### config.mk
export PLATFORM = sky130hd
export DESIGN_NAME = sequenced_channel_table_core
export DESIGN_NICKNAME = d
export VERILOG_FILES = /design/src/sv/sct_pkg.sv /design/src/sv/sequenced_channel_table_core.sv /design/src/sv/sct_slot_store.sv
export VERILOG_INCLUDE_DIRS = /design/src /design/src/sv
export SDC_FILE = /design/constraint.sdc
export NUM_CORES = 1
export LEC_CHECK = 0
export BUFFER_PORTS_ARGS = -buffer_cell sky130_fd_sc_hd__buf_4
export CELL_PAD_IN_SITES_DETAIL_PLACEMENT = 0
export CELL_PAD_IN_SITES_GLOBAL_PLACEMENT = 2
export CORE_MARGIN = 2
export CORE_UTILIZATION = 45
export DETAILED_ROUTE_END_ITERATION = 8
export PLACE_DENSITY = 0.78
export SETUP_SLACK_MARGIN = 0.4
export SLEW_MARGIN = 20
export SYNTH_ARGS = -nofsm -noshare
export SYNTH_HDL_FRONTEND = slang
export SYNTH_HIERARCHICAL = 1
export SYNTH_SLANG_ARGS = --single-unit
### constraint.sdc
create_clock -name clk_i -period 6.4 [get_ports clk_i]
set_input_delay 1.28 -clock clk_i [delete_from_list [all_inputs] [get_ports clk_i]]
set_output_delay 1.28 -clock clk_i [all_outputs]
set_load 0.01 [all_outputs]
### src/sv/assert_macros.svh
// ----------------------------------------------------------------------------
// Assertion macros
// Clocked concurrent assertion helpers used by the channel table core RTL.
// ----------------------------------------------------------------------------
`ifndef ASSERT_MACROS_SVH
`define ASSERT_MACROS_SVH

// Property checked on every rising clk_i edge outside reset.
`define SCT_ASSERT(lbl, prop, msg) \
  lbl: assert property (@(posedge clk_i) disable iff (!rst_ni) (prop)) else $error(msg);

// Condition that must never hold outside reset.
`define SCT_ASSERT_NEVER(lbl, cond, msg) \
  `SCT_ASSERT(lbl, !(cond), msg)

`endif

### src/sv/sct_pkg.sv
// ----------------------------------------------------------------------------
// sct_pkg
// Operation and status codes, register indexes and shared types for the
// sequenced channel table.
// ----------------------------------------------------------------------------
package sct_pkg;

  typedef enum logic [2:0] {
    OP_OPEN    = 3'd0,
    OP_CLOSE   = 3'd1,
    OP_SEND    = 3'd2,
    OP_RECEIVE = 3'd3,
    OP_LOOKUP  = 3'd4
  } sct_op_e;

  typedef enum logic [2:0] {
    ST_OK       = 3'd0,
    ST_FULL     = 3'd1,
    ST_OVERSIZE = 3'd2,
    ST_RUNT     = 3'd3,
    ST_BACKWARD = 3'd4,
    ST_SKIP     = 3'd5
  } sct_status_e;

  typedef enum logic {
    CFG_MAX_PKT = 1'b0,
    CFG_OOO     = 1'b1
  } sct_cfg_e;

  localparam logic [15:0] MAX_PKT_RST   = 16'd1024;
  localparam logic [15:0] SEQ_HDR_BYTES = 16'd4;

  // Write enables into the slot store.
  typedef struct packed {
    logic word_we;  // handle / free link word plus end-of-list flag
    logic snd_we;   // send counter
    logic rcv_we;   // expected receive counter
  } sct_wr_t;

endpackage

### src/sv/sequenced_channel_table_core.sv
// ----------------------------------------------------------------------------
// sequenced_channel_table_core
// Channel slot table with a free list threaded through the slots, send
// sequence stamping and receive sequence checking.
// ----------------------------------------------------------------------------
//  channel  direction  handshake               payload
//  in       to core    in_valid_i/in_stall_o   operation, slot, handle, length, rx_seq
//  out      from core  out_valid_o/out_stall_i status, accepted, slot_out, handle_out,
//                                               send_stamp, expected_seq, payload_len
//  cfg      to core    cfg_we_i                cfg_index_i, cfg_data_i
//
// One transaction per cycle sustained while out_stall_i is low; input register, then result register.
// The slot read-modify-write happens as a transaction leaves the input register.
// Reset is ready at once: slot reset values come from per-entry valid bits.
// out_stall_i backs up through the result register into in_stall_o.
// ----------------------------------------------------------------------------
`include "assert_macros.svh"

module sequenced_channel_table_core #(
  parameter int SLOTS = 8
) (
  input  logic        clk_i,
  input  logic        rst_ni,
  input  logic        in_valid_i,
  output logic        in_stall_o,
  input  logic [2:0]  operation_i,
  input  logic [2:0]  slot_i,
  input  logic [7:0]  handle_i,
  input  logic [15:0] length_i,
  input  logic [31:0] rx_seq_i,
  output logic        out_valid_o,
  input  logic        out_stall_i,
  output logic [2:0]  status_o,
  output logic        accepted_o,
  output logic [2:0]  slot_out_o,
  output logic [7:0]  handle_out_o,
  output logic [31:0] send_stamp_o,
  output logic [31:0] expected_seq_o,
  output logic [15:0] payload_len_o,
  input  logic        cfg_we_i,
  input  logic        cfg_index_i,
  input  logic [15:0] cfg_data_i
);

  localparam int SW = $clog2(SLOTS);

  typedef logic [255:0][SW-1:0] mod_tbl_t;

  // Slot index for every byte value, reduced modulo SLOTS at elaboration.
  function automatic mod_tbl_t mod_table();
    mod_tbl_t t;
    t = '0;
    for (int v = 0; v < 256; v++) t[8'(v)] = SW'(v % SLOTS);
    return t;
  endfunction

  localparam mod_tbl_t ModTbl = mod_table();

  function automatic logic [SW-1:0] mod_slots(input logic [7:0] v);
    return ModTbl[v];
  endfunction

  // config
  logic [15:0] max_pkt_q;
  logic        ooo_q;

  // input register
  logic        s1_v_q;
  logic [2:0]  op_q;
  logic [2:0]  slot_q;
  logic [7:0]  hnd_q;
  logic [15:0] len_q;
  logic [31:0] seq_q;

  // free list
  logic [SW-1:0] head_q, head_d;
  logic          full_q, full_d;

  // result register
  logic        out_v_q;
  logic [2:0]  status_q, status_d;
  logic        acc_q, acc_d;
  logic [2:0]  slot_o_q, slot_o_d;
  logic [7:0]  hnd_o_q, hnd_o_d;
  logic [31:0] stamp_q, stamp_d;
  logic [31:0] expd_q, expd_d;
  logic [15:0] plen_q, plen_d;

  logic          out_free;
  logic          mv;
  logic          in_acc;
  logic          open_mv;
  logic          close_mv;
  logic [SW-1:0] ss;
  logic [SW-1:0] addr;
  sct_pkg::sct_wr_t wr;
  logic [7:0]    word_wr;
  logic          link_wr;
  logic [31:0]   snd_wr;
  logic [31:0]   rcv_wr;
  logic [7:0]    word_rd;
  logic          link_rd;
  logic [31:0]   snd_rd;
  logic [31:0]   rcv_rd;

  assign out_free   = !out_v_q || !out_stall_i;
  assign mv         = s1_v_q && out_free;
  assign in_stall_o = s1_v_q && !out_free;
  assign in_acc     = in_valid_i && !in_stall_o;
  assign open_mv    = mv && (op_q == sct_pkg::OP_OPEN);
  assign close_mv   = mv && (op_q == sct_pkg::OP_CLOSE);

  always_ff @(posedge clk_i or negedge rst_ni) begin
    if (!rst_ni) begin
      max_pkt_q <= sct_pkg::MAX_PKT_RST;
      ooo_q     <= 1'b0;
    end else if (cfg_we_i) begin
      unique case (sct_pkg::sct_cfg_e'(cfg_index_i))
        sct_pkg::CFG_MAX_PKT: max_pkt_q <= cfg_data_i;
        sct_pkg::CFG_OOO:     ooo_q     <= cfg_data_i[0];
        default: ;
      endcase
    end
  end

  always_ff @(posedge clk_i or negedge rst_ni) begin
    if (!rst_ni) begin
      s1_v_q <= 1'b0;
    end else if (in_acc) begin
      s1_v_q <= 1'b1;
    end else if (mv) begin
      s1_v_q <= 1'b0;
    end
  end

  always_ff @(posedge clk_i) begin
    if (in_acc) begin
      op_q   <= operation_i;
      slot_q <= slot_i;
      hnd_q  <= handle_i;
      len_q  <= length_i;
      seq_q  <= rx_seq_i;
    end
  end

  assign ss   = mod_slots(8'(slot_q));
  assign addr = (op_q == sct_pkg::OP_OPEN) ? head_q : ss;

  sct_slot_store #(
    .SLOTS (SLOTS)
  ) u_store (
    .clk_i      (clk_i),
    .rst_ni     (rst_ni),
    .addr_i     (addr),
    .wr_i       (wr),
    .word_i     (word_wr),
    .link_end_i (link_wr),
    .snd_i      (snd_wr),
    .rcv_i      (rcv_wr),
    .word_o     (word_rd),
    .link_end_o (link_rd),
    .snd_o      (snd_rd),
    .rcv_o      (rcv_rd)
  );

  always_comb begin
    head_d   = head_q;
    full_d   = full_q;
    wr       = '0;
    word_wr  = hnd_q;
    link_wr  = 1'b0;
    snd_wr   = 32'd0;
    rcv_wr   = 32'd0;
    status_d = sct_pkg::ST_OK;
    acc_d    = 1'b0;
    slot_o_d = 3'(ss);
    hnd_o_d  = 8'd0;
    stamp_d  = 32'd0;
    expd_d   = 32'd0;
    plen_d   = 16'd0;
    case (op_q)
      sct_pkg::OP_OPEN: begin
        if (full_q) begin
          status_d = sct_pkg::ST_FULL;
          slot_o_d = 3'd0;
        end else begin
          if (link_rd) full_d = 1'b1;
          else         head_d = mod_slots(word_rd);
          wr.word_we = 1'b1;
          wr.snd_we  = 1'b1;
          wr.rcv_we  = 1'b1;
          slot_o_d   = 3'(head_q);
          hnd_o_d    = hnd_q;
          acc_d      = 1'b1;
        end
      end
      sct_pkg::OP_CLOSE: begin
        hnd_o_d    = word_rd;
        word_wr    = 8'(head_q);
        link_wr    = full_q;
        wr.word_we = 1'b1;
        head_d     = ss;
        full_d     = 1'b0;
        acc_d      = 1'b1;
      end
      sct_pkg::OP_SEND: begin
        hnd_o_d = word_rd;
        if ((17'(len_q) + 17'(sct_pkg::SEQ_HDR_BYTES)) > 17'(max_pkt_q)) begin
          status_d = sct_pkg::ST_OVERSIZE;
        end else begin
          stamp_d   = snd_rd;
          snd_wr    = snd_rd + 32'd1;
          wr.snd_we = 1'b1;
          acc_d     = 1'b1;
        end
      end
      sct_pkg::OP_RECEIVE: begin
        hnd_o_d = word_rd;
        expd_d  = rcv_rd;
        if (len_q < sct_pkg::SEQ_HDR_BYTES) begin
          status_d = sct_pkg::ST_RUNT;
        end else begin
          if (seq_q < rcv_rd) begin
            status_d = sct_pkg::ST_BACKWARD;
            acc_d    = ooo_q;
          end else if (seq_q > rcv_rd) begin
            status_d = sct_pkg::ST_SKIP;
            acc_d    = ooo_q;
          end else begin
            acc_d = 1'b1;
          end
          rcv_wr    = seq_q + 32'd1;
          wr.rcv_we = 1'b1;
          if (acc_d) plen_d = len_q - sct_pkg::SEQ_HDR_BYTES;
        end
      end
      sct_pkg::OP_LOOKUP: begin
        hnd_o_d = word_rd;
        acc_d   = 1'b1;
      end
      default: ;
    endcase
    // nothing commits unless the transaction moves into the result register
    if (!mv) wr = '0;
  end

  always_ff @(posedge clk_i or negedge rst_ni) begin
    if (!rst_ni) begin
      head_q  <= '0;
      full_q  <= 1'b0;
      out_v_q <= 1'b0;
    end else begin
      if (mv) begin
        head_q <= head_d;
        full_q <= full_d;
      end
      if (out_free) out_v_q <= s1_v_q;
    end
  end

  always_ff @(posedge clk_i) begin
    if (mv) begin
      status_q <= status_d;
      acc_q    <= acc_d;
      slot_o_q <= slot_o_d;
      hnd_o_q  <= hnd_o_d;
      stamp_q  <= stamp_d;
      expd_q   <= expd_d;
      plen_q   <= plen_d;
    end
  end

  assign out_valid_o    = out_v_q;
  assign status_o       = status_q;
  assign accepted_o     = acc_q;
  assign slot_out_o     = slot_o_q;
  assign handle_out_o   = hnd_o_q;
  assign send_stamp_o   = stamp_q;
  assign expected_seq_o = expd_q;
  assign payload_len_o  = plen_q;

  `SCT_ASSERT(a_mv_fills_out, mv |=> out_v_q, "transaction lost on its way to the result")
  `SCT_ASSERT(a_open_full, open_mv && full_q |=> full_q && !acc_q, "open on a full table taken")
  `SCT_ASSERT(a_open_last, open_mv && !full_q && link_rd |=> full_q, "last slot not marked full")
  `SCT_ASSERT(a_close_head, close_mv |=> !full_q && head_q == $past(ss), "close not at list head")
  `SCT_ASSERT_NEVER(a_full_wr, open_mv && full_q && wr.word_we, "slot written on a full table")

endmodule

### src/sv/sct_slot_store.sv
// ----------------------------------------------------------------------------
// sct_slot_store
// Per-slot storage: handle or free link word, end-of-list flag and the two
// sequence counters. Per-entry valid bits supply reset values until written.
// ----------------------------------------------------------------------------
module sct_slot_store #(
  parameter int SLOTS = 8
) (
  input  logic                     clk_i,
  input  logic                     rst_ni,
  input  logic [$clog2(SLOTS)-1:0] addr_i,
  input  sct_pkg::sct_wr_t         wr_i,
  input  logic [7:0]               word_i,
  input  logic                     link_end_i,
  input  logic [31:0]              snd_i,
  input  logic [31:0]              rcv_i,
  output logic [7:0]               word_o,
  output logic                     link_end_o,
  output logic [31:0]              snd_o,
  output logic [31:0]              rcv_o
);

  localparam int SW = $clog2(SLOTS);

  logic [7:0]       word_mem [SLOTS];
  logic             link_mem [SLOTS];
  logic [31:0]      snd_mem  [SLOTS];
  logic [31:0]      rcv_mem  [SLOTS];
  logic [SLOTS-1:0] word_vld_q;
  logic [SLOTS-1:0] snd_vld_q;
  logic [SLOTS-1:0] rcv_vld_q;
  logic [8:0]       nxt;
  logic [7:0]       word_rst;
  logic             link_rst;

  always_ff @(posedge clk_i or negedge rst_ni) begin
    if (!rst_ni) begin
      word_vld_q <= '0;
      snd_vld_q  <= '0;
      rcv_vld_q  <= '0;
    end else begin
      if (wr_i.word_we) word_vld_q[addr_i] <= 1'b1;
      if (wr_i.snd_we)  snd_vld_q[addr_i]  <= 1'b1;
      if (wr_i.rcv_we)  rcv_vld_q[addr_i]  <= 1'b1;
    end
  end

  always_ff @(posedge clk_i) begin
    if (wr_i.word_we) begin
      word_mem[addr_i] <= word_i;
      link_mem[addr_i] <= link_end_i;
    end
    if (wr_i.snd_we) snd_mem[addr_i] <= snd_i;
    if (wr_i.rcv_we) rcv_mem[addr_i] <= rcv_i;
  end

  // Reset image: each free slot links to the next, the last one ends the list.
  always_comb begin
    nxt      = 9'(addr_i) + 9'd1;
    word_rst = (nxt < 9'(SLOTS)) ? nxt[7:0] : 8'd0;
    link_rst = (addr_i == SW'(SLOTS - 1));
  end

  assign word_o     = word_vld_q[addr_i] ? word_mem[addr_i] : word_rst;
  assign link_end_o = word_vld_q[addr_i] ? link_mem[addr_i] : link_rst;
  assign snd_o      = snd_vld_q[addr_i]  ? snd_mem[addr_i]  : 32'd0;
  assign rcv_o      = rcv_vld_q[addr_i]  ? rcv_mem[addr_i]  : 32'd0;

endmodule

Word level (Yosys, flattened, before mapping)
Memories as Yosys holds them, arrays and structs flattened. A register that Yosys moved wholly into a read port is not among the register bits.
Cells that the tools add are included.
- equal/unequal tests: 7
- $lt $le $gt $ge: 9
- mux-type cells: 61
- add/sub/neg operators: 5
- reductions and logical operators: 20
- bitwise logic cells: 7
- operator list (kind ; number):
    $mux W32 ; 6
    $add A32 B1 Y32 const B ; 2
    $mux W3 ; 13
    $gt A32 B32 Y1 ; 1
    $lt A32 B32 Y1 ; 1
    $mux W8 ; 4
    $mux W1 ; 25
    $or A8 B8 Y8 ; 3
    $add A16 B3 Y17 const B ; 1
    $gt A17 B16 Y1 ; 1
    $lt A16 B3 Y1 const B ; 1
    $pmux W8 S2 ; 1
    $sub A16 B3 Y16 const B ; 1
    $bmux W1 S3 ; 3
    $lt A3 B9 Y1 const B ; 1
    $lt A8 B9 Y1 const B ; 1
    $lt A9 B4 Y1 const B ; 1
    $pmux W3 S3 ; 1
    $pmux W1 S2 ; 4
    $eq A3 B2 Y1 const B ; 2
    $eq A3 B3 Y1 const B ; 2
    $pmux W3 S2 ; 1
    $reduce_and A2 Y1 ; 3
    $add A3 B1 Y4 const B ; 1
    17 further kinds ; 29
- memories: 6
- logic and storage cells: 136
- bits in writable memories: 584
- output and inout port bits: 97
- input bits: 84
- register bits: 204
- ROM bits: 792
- memories (name ; depth ; width ; read ports ; clocked after Yosys merged registers in ; wr ports ; RTL line ; RTL):
    (name not given) ; 256 ; 3 ; 1 ; 0 ; 0 ; sequenced_channel_table_core.sv:60 ; return ModTbl[v];
    u_store.rcv_mem ; 8 ; 32 ; 1 ; 0 ; 1 ; sct_slot_store.sv:28 ; logic [31:0] rcv_mem [SLOTS];
    u_store.snd_mem ; 8 ; 32 ; 1 ; 0 ; 1 ; sct_slot_store.sv:27 ; logic [31:0] snd_mem [SLOTS];
    u_store.word_mem ; 8 ; 8 ; 1 ; 0 ; 1 ; sct_slot_store.sv:25 ; logic [7:0] word_mem [SLOTS];
    (name not given) ; 8 ; 3 ; 1 ; 1 ; 0 ; sequenced_channel_table_core.sv:60 ;
    u_store.link_mem ; 8 ; 1 ; 1 ; 0 ; 1 ; sct_slot_store.sv:26 ; logic link_mem [SLOTS];

Depth between registers and ports, before layout
- depth in word-level cells: 13
- depth in mapped cells: 21
- depth with buffers taken out: 14

By module
The synthesis kept the hierarchy.
- modules (own cells, without submodules) (module ; instances ; sequential area each (sq um) ; cells an instance ; area each (sq um)):
    sct_slot_store ; 1 ; 18137.4 ; 1189 ; 23472.5
    sequenced_channel_table_core ; 1 ; 5351.4 ; 871 ; 9616.7

Worst setup path before layout
No wires, ideal clock.
- kind: flip-flop to flip-flop
- from: reg op_q[0]
- to: reg plen_q[13] (netlist: payload_len_o[13]), data pin
- period minus slack after synthesis: 4586 ps
- data arrival time: 4331 ps
- path buffers: 6
- path slack: 1814 ps
- cell stages (with the launch flop): 21
- setup time: 254 ps
- required time: 6146 ps
- cell sequence: edfxtp_1 -> clkbuf_1 -> or3_1 -> clkbuf_1 -> mux2_2 -> buf_4 -> buf_6 -> buf_6 -> nor2_2 -> a22oi_1 -> or2_2 -> a21oi_1 -> inv_1 -> ha_1 -> a41o_1 -> a21oi_1 -> nor3_1 -> or4_4 -> o31ai_4 -> buf_6 -> nor2_1
- longest elaborated chain between the ends: 12
- elaborated cells on any way between the ends: 16
- classes of those cells: order compare: 2; eq/ne: 1; mux: 8; bitwise: 2; reduce/logical: 2; memory: 1
- RTL lines (item ; RTL line ; RTL):
    start: declaration ; sequenced_channel_table_core.sv:69 ; logic [2:0] op_q;
    start signal: assignment ; sequenced_channel_table_core.sv:138 ; op_q <= operation_i;
    $logic_not A3 Y1 * ; sequenced_channel_table_core.sv:147 ; assign addr = (op_q == sct_pkg::OP_OPEN) ? head_q : ss;
    $mux W3 * ; sequenced_channel_table_core.sv:147 ;
    named net addr[0] ; sequenced_channel_table_core.sv:95 ; logic [SW-1:0] addr;
    $bmux W1 S3 ; sct_slot_store.sv:67 ; assign rcv_o = rcv_vld_q[addr_i] ? rcv_mem[addr_i] : 32'd0;
    $mux W1 (implied by the code) ; sct_slot_store.sv:67 ;
    $mux W32 * ; sct_slot_store.sv:67 ;
    named net rcv_rd[23] ; sequenced_channel_table_core.sv:104 ; logic [31:0] rcv_rd;
    $gt A32 B32 Y1 ; sequenced_channel_table_core.sv:226 ; end else if (seq_q > rcv_rd) begin
    $mux W1 ; sequenced_channel_table_core.sv:226 ;
    $mux W1 * ; sequenced_channel_table_core.sv:223 ; if (seq_q < rcv_rd) begin
    $mux W1 * ; sequenced_channel_table_core.sv:220 ; if (len_q < sct_pkg::SEQ_HDR_BYTES) begin
    $mux W1 * ; sequenced_channel_table_core.sv:181 ; case (op_q)
    $not A1 Y1 (no source line) * ; n/a ;
    $reduce_or A3 Y1 (no source line) * ; n/a ;
    end signal: assignment ; sequenced_channel_table_core.sv:269 ; plen_q <= plen_d;
    end: declaration ; sequenced_channel_table_core.sv:87 ; logic [15:0] plen_q, plen_d;
Mark *: on every way through the listed nets, which the timed path passes. The rest lies on a longest branch. The select of a mux whose other input is x is not followed.
A chain may end at the register's enable or synchronous reset.

Worst setup path in the final report
- from: reg op_q[0]
- to: reg acc_q (netlist: accepted_o), data pin
- longest elaborated chain between the ends: 12
- elaborated cells on any way between the ends: 19
- classes of those cells: order compare: 2; eq/ne: 4; mux: 10; reduce/logical: 2; memory: 1
- RTL lines (item ; RTL line ; RTL):
    $logic_not A3 Y1 * ; sequenced_channel_table_core.sv:147 ;
    $mux W3 * ; sequenced_channel_table_core.sv:147 ;
    named net addr[0] ; sequenced_channel_table_core.sv:95 ;
    $bmux W1 S3 ; sct_slot_store.sv:67 ;
    $mux W1 (implied by the code) ; sct_slot_store.sv:67 ;
    $mux W32 * ; sct_slot_store.sv:67 ;
    named net rcv_rd[9] ; sequenced_channel_table_core.sv:104 ;
    $gt A32 B32 Y1 ; sequenced_channel_table_core.sv:226 ;
    $mux W1 ; sequenced_channel_table_core.sv:226 ;
    $mux W1 * ; sequenced_channel_table_core.sv:223 ;
    $mux W1 * ; sequenced_channel_table_core.sv:220 ;
    $mux W1 * ; sequenced_channel_table_core.sv:181 ;
    $mux W1 * ; sequenced_channel_table_core.sv:220 ;
    $pmux W1 S4 * ; sequenced_channel_table_core.sv:181 ;
    named net acc_d ; sequenced_channel_table_core.sv:82 ; logic acc_q, acc_d;
    end signal: assignment ; sequenced_channel_table_core.sv:264 ; acc_q <= acc_d;
    end: declaration ; sequenced_channel_table_core.sv:82 ;
Marked as above.

==> out/results.tsv <==
stage	metric	value	unit
clock_network	cts-hold-fix-buffers	0	
clock_network	post-cts-setup-buffer-count	0	
sta	fin_setup_tns	0	ns
global_routing	grt_max_degree	77	
global_routing	antenna_found_initial	1	
clock_network	cts_buffers	84	
die	die_h	275	microns
yosys	syn_inst	2060	
yosys	synth.cell_area	33100	sq um
clock_network	cts-root-buf	clkbuf_16	
sta	layout_min_cycle_time	5.54	ns
die	core-area	72800	sq um
route	dr.first_iter.drc_count	1332	
route	drc	0	
final_layout	area_growth	15.7	%
critical_path	crit_path_end_kind	flip-flop	
clock_network	htreeDepth	3	
die	ioPinCount	181	
route	wl	78700	microns
critical_path	critical_path_arrival	5.89	ns
global_routing	gr-usage-met3	3.40	%
critical_path	required	6.75	ns
route	viasPerCell	5.61	
yosys	async_flop_share	5.94	%
final_layout	drive_gt1_share	21.7	%
flow_run	drv_cap	0	
sta	rsz0062_at_grt	no	
clock_network	cts.sinks	791	
yosys	avgSynthCellArea	16.1	sq um
global_routing	grt_pass1_vias	19200	
final_layout	nNetsFinal	2421	
die	start_util	45.4	%
final_layout	final_cell_mix	edfxtp_1, buf_4, nor2_1, mux2i_1, clkbuf_16	
worst_hold_path	hold_class	flip-flop to flip-flop	
yosys	yosysSeqAreaShare	71.0	%
power_and_ir_drop	vdd_drop_max	0.306	mV
status	status	complete, no violations	
critical_path	path_max_fanout	48	
final_layout	final_common_cell	edfxtp_1	
placed_design	place.gp.congestion	0.835	
route	ant_nets	0	
clock_network	clkTransAtPathRegs	0.06	ns
yosys	synth_cell_type_count	71	
clock_network	clock_path_buffers	3	
yosys	yosysWarnings	6	
placed_design	port_buffers	180	
clock_network	cts_resized	0	
placed_design	dp_hpwl	49300	microns
global_routing	use_met1	27.6	%
die	rows	99	
sta	hold_viol	0	
route	drt_first_pass_iters	5	
clock_network	cts_tree	done	
global_routing	grt-ovfl-total	0	
global_routing	top_usage_layer	met2	
yosys	syn-num-nets	2198	
die	die_area	75700	sq um
yosys	synth_ff_type	edfxtp_1	
global_routing	grt_util_met2	36.0	%
sta	slew_violations	0	
power_and_ir_drop	p_total	12.9	mW
yosys	ys_ff_latch	791	
sta	setup_viol	0	
power_and_ir_drop	power_density	337	nW/um^2
power_and_ir_drop	p_leak	13.7	nW
sta	finClkSkew	0.0292	ns
die	die_w	275	microns
critical_path	start_kind	flip-flop	
yosys	synth_edf_count	741	
route	dr_total_vias	18600	
route	route.detailed.wl_per_inst	23.8	microns
sta	slew-limit-headroom	28.0	%
sta	max_freq	0.180	GHz
sta	post-route-period-util	86.6	%
global_routing	grt_pass1_wl	118000	microns
clock_network	insertion_delay	0.63	ns
critical_path	path_class	flip-flop to flip-flop	
global_routing	grt_use_total	21.0	%
sta	worstMarginPinSlew	1.08	ns
## state kept, by name (all words and copies together), names as in the netlist, 16 cells and up
| register | flops |
|---|---|
| expected_seq_o | 32 |
| send_stamp_o | 32 |
| payload_len_o | 16 |
| seq_q | 32 |
| u_store/snd_mem | 256 |
| len_q | 16 |
| u_store/word_mem | 64 |
| max_pkt_q | 16 |
| u_store/rcv_mem | 256 |
## kinds of logic (layout without fill, tap and decap cells)
kind of cell,count (synthesis),in the layout,share of synthesized area (%)
and+or+nand+nor,514,514,7.83
DFF,791,791,71.0
buffers and inverters,166,456,2.48
other,0,1,0
xor gates and xnor gates,77,77,2.04
adders and majority gates,54,54,2.04
AOI/OAI and AO/OA,238,238,5.05
muxes,220,220,9.57
## area by class of cell
| type | instances | area (sq um) |
|---|---|---|
| Fill cell | 5987 | 34500 |
| Sequential cell | 791 | 23500 |
| Multi-Input combinational cell | 1103 | 8820 |
| Clock buffer | 103 | 2290 |
| Timing Repair Buffer | 240 | 1880 |
| Tap cell | 959 | 1200 |
| Clock inverter | 50 | 380 |
| Inverter | 63 | 239 |
| Antenna cell | 1 | 2.50 |
## power by group
| part | internal, mW | total (mW) | switching (mW) | leakage [nW] |
|---|---|---|---|---|
| Combinational | 0.874 | 2.21 | 1.34 | 4.68 |
| Sequential | 5.90 | 6.03 | 0.128 | 7.73 |
| Clock | 2.70 | 4.66 | 1.96 | 1.30 |
## cell usage after synthesis, types with 16 or more instances
master      n  share of area, %
mux2_2     28              0.95
nor2b_1    16              0.30
clkbuf_1   35              0.40
nand2_1    64              0.73
edfxtp_1  741                67
nand3_1    51              0.77
ha_1       54               2.0
and3_1     27              0.51
nand4_1    22              0.42
inv_1      63              0.71
dfrtp_1    46               3.5
or2_2      25              0.47
o22ai_1    37              0.70
xor2_1     43               1.1
nor3_1     41              0.62
and2_1     51              0.96
o21ai_0    28              0.42
mux2i_1   115               3.5
mux4_2     71               4.8
buf_2      39              0.59
buf_4      17              0.39
a22o_1     18              0.48
a21oi_1    43              0.65
nor2_1    170               1.9
a22oi_1    28              0.64
xnor2_1    34              0.90
## metal layers
layer	wire (microns)	up-vias
met5	0	-
met4	1870	0
met3	3600	127
met2	40200	459
met1	33100	9581
li1	-	8414
## worst max-delay path: stages (launching register included)
cell	delay [ns]
edfxtp_1	0.52
or3_1	0.61
mux2_8	0.66
buf_4	0.61
mux4_2	0.60
mux2i_1	0.17
nor2_1	0.08
inv_1	0.10
ha_1	0.25
nand4_1	0.16
nor3_1	0.09
a21boi_0	0.14
or4b_1	0.63
o31ai_4	0.20
buf_4	0.26
o211ai_1	0.11
## stage by stage
| stage | hold WS, ns | utilization (%) | setup WS (ns) | instances | cell area [sq um] |
|---|---|---|---|---|---|
| final | 0.459 | 52.6 | 0.858 | 3310 | 38300 |
| after global routing | 0.471 | 52.6 | 0.437 | 3310 | 38300 |
| after CTS | 0.461 | 52.6 | 0.767 | 3309 | 38300 |
| after detailed placement | 0.446 | 48.9 | 0.784 | 3156 | 35600 |
| after global placement | 0.445 | 48.9 | 0.920 | 3156 | 35600 |
| after floorplan | 0.428 | - | 1.81 | 2060 | 33100 |
## final timing paths
check | start | end | slack, ns | cells past startpoint
setup / recovery | op_q[0]$_DFFE_PP_ | accepted_o$_DFFE_PP_ | 0.86 | 15
hold / removal | u_store/snd_vld_q[7]$_DFFE_PN0P_ | u_store/snd_vld_q[7]$_DFFE_PN0P_ | 0.46 | 1
setup reg to reg | op_q[0]$_DFFE_PP_ | accepted_o$_DFFE_PP_ | 0.86 | 15
hold reg to reg | u_store/snd_vld_q[7]$_DFFE_PN0P_ | u_store/snd_vld_q[7]$_DFFE_PN0P_ | 0.46 | 1
max in group asynchronous | rst_ni | u_store/rcv_vld_q[0]$_DFFE_PN0P_ | 5.26 | 1
min in group asynchronous | rst_ni | u_store/snd_vld_q[6]$_DFFE_PN0P_ | 0.71 | 1
(Power assumes the default switching activity.)
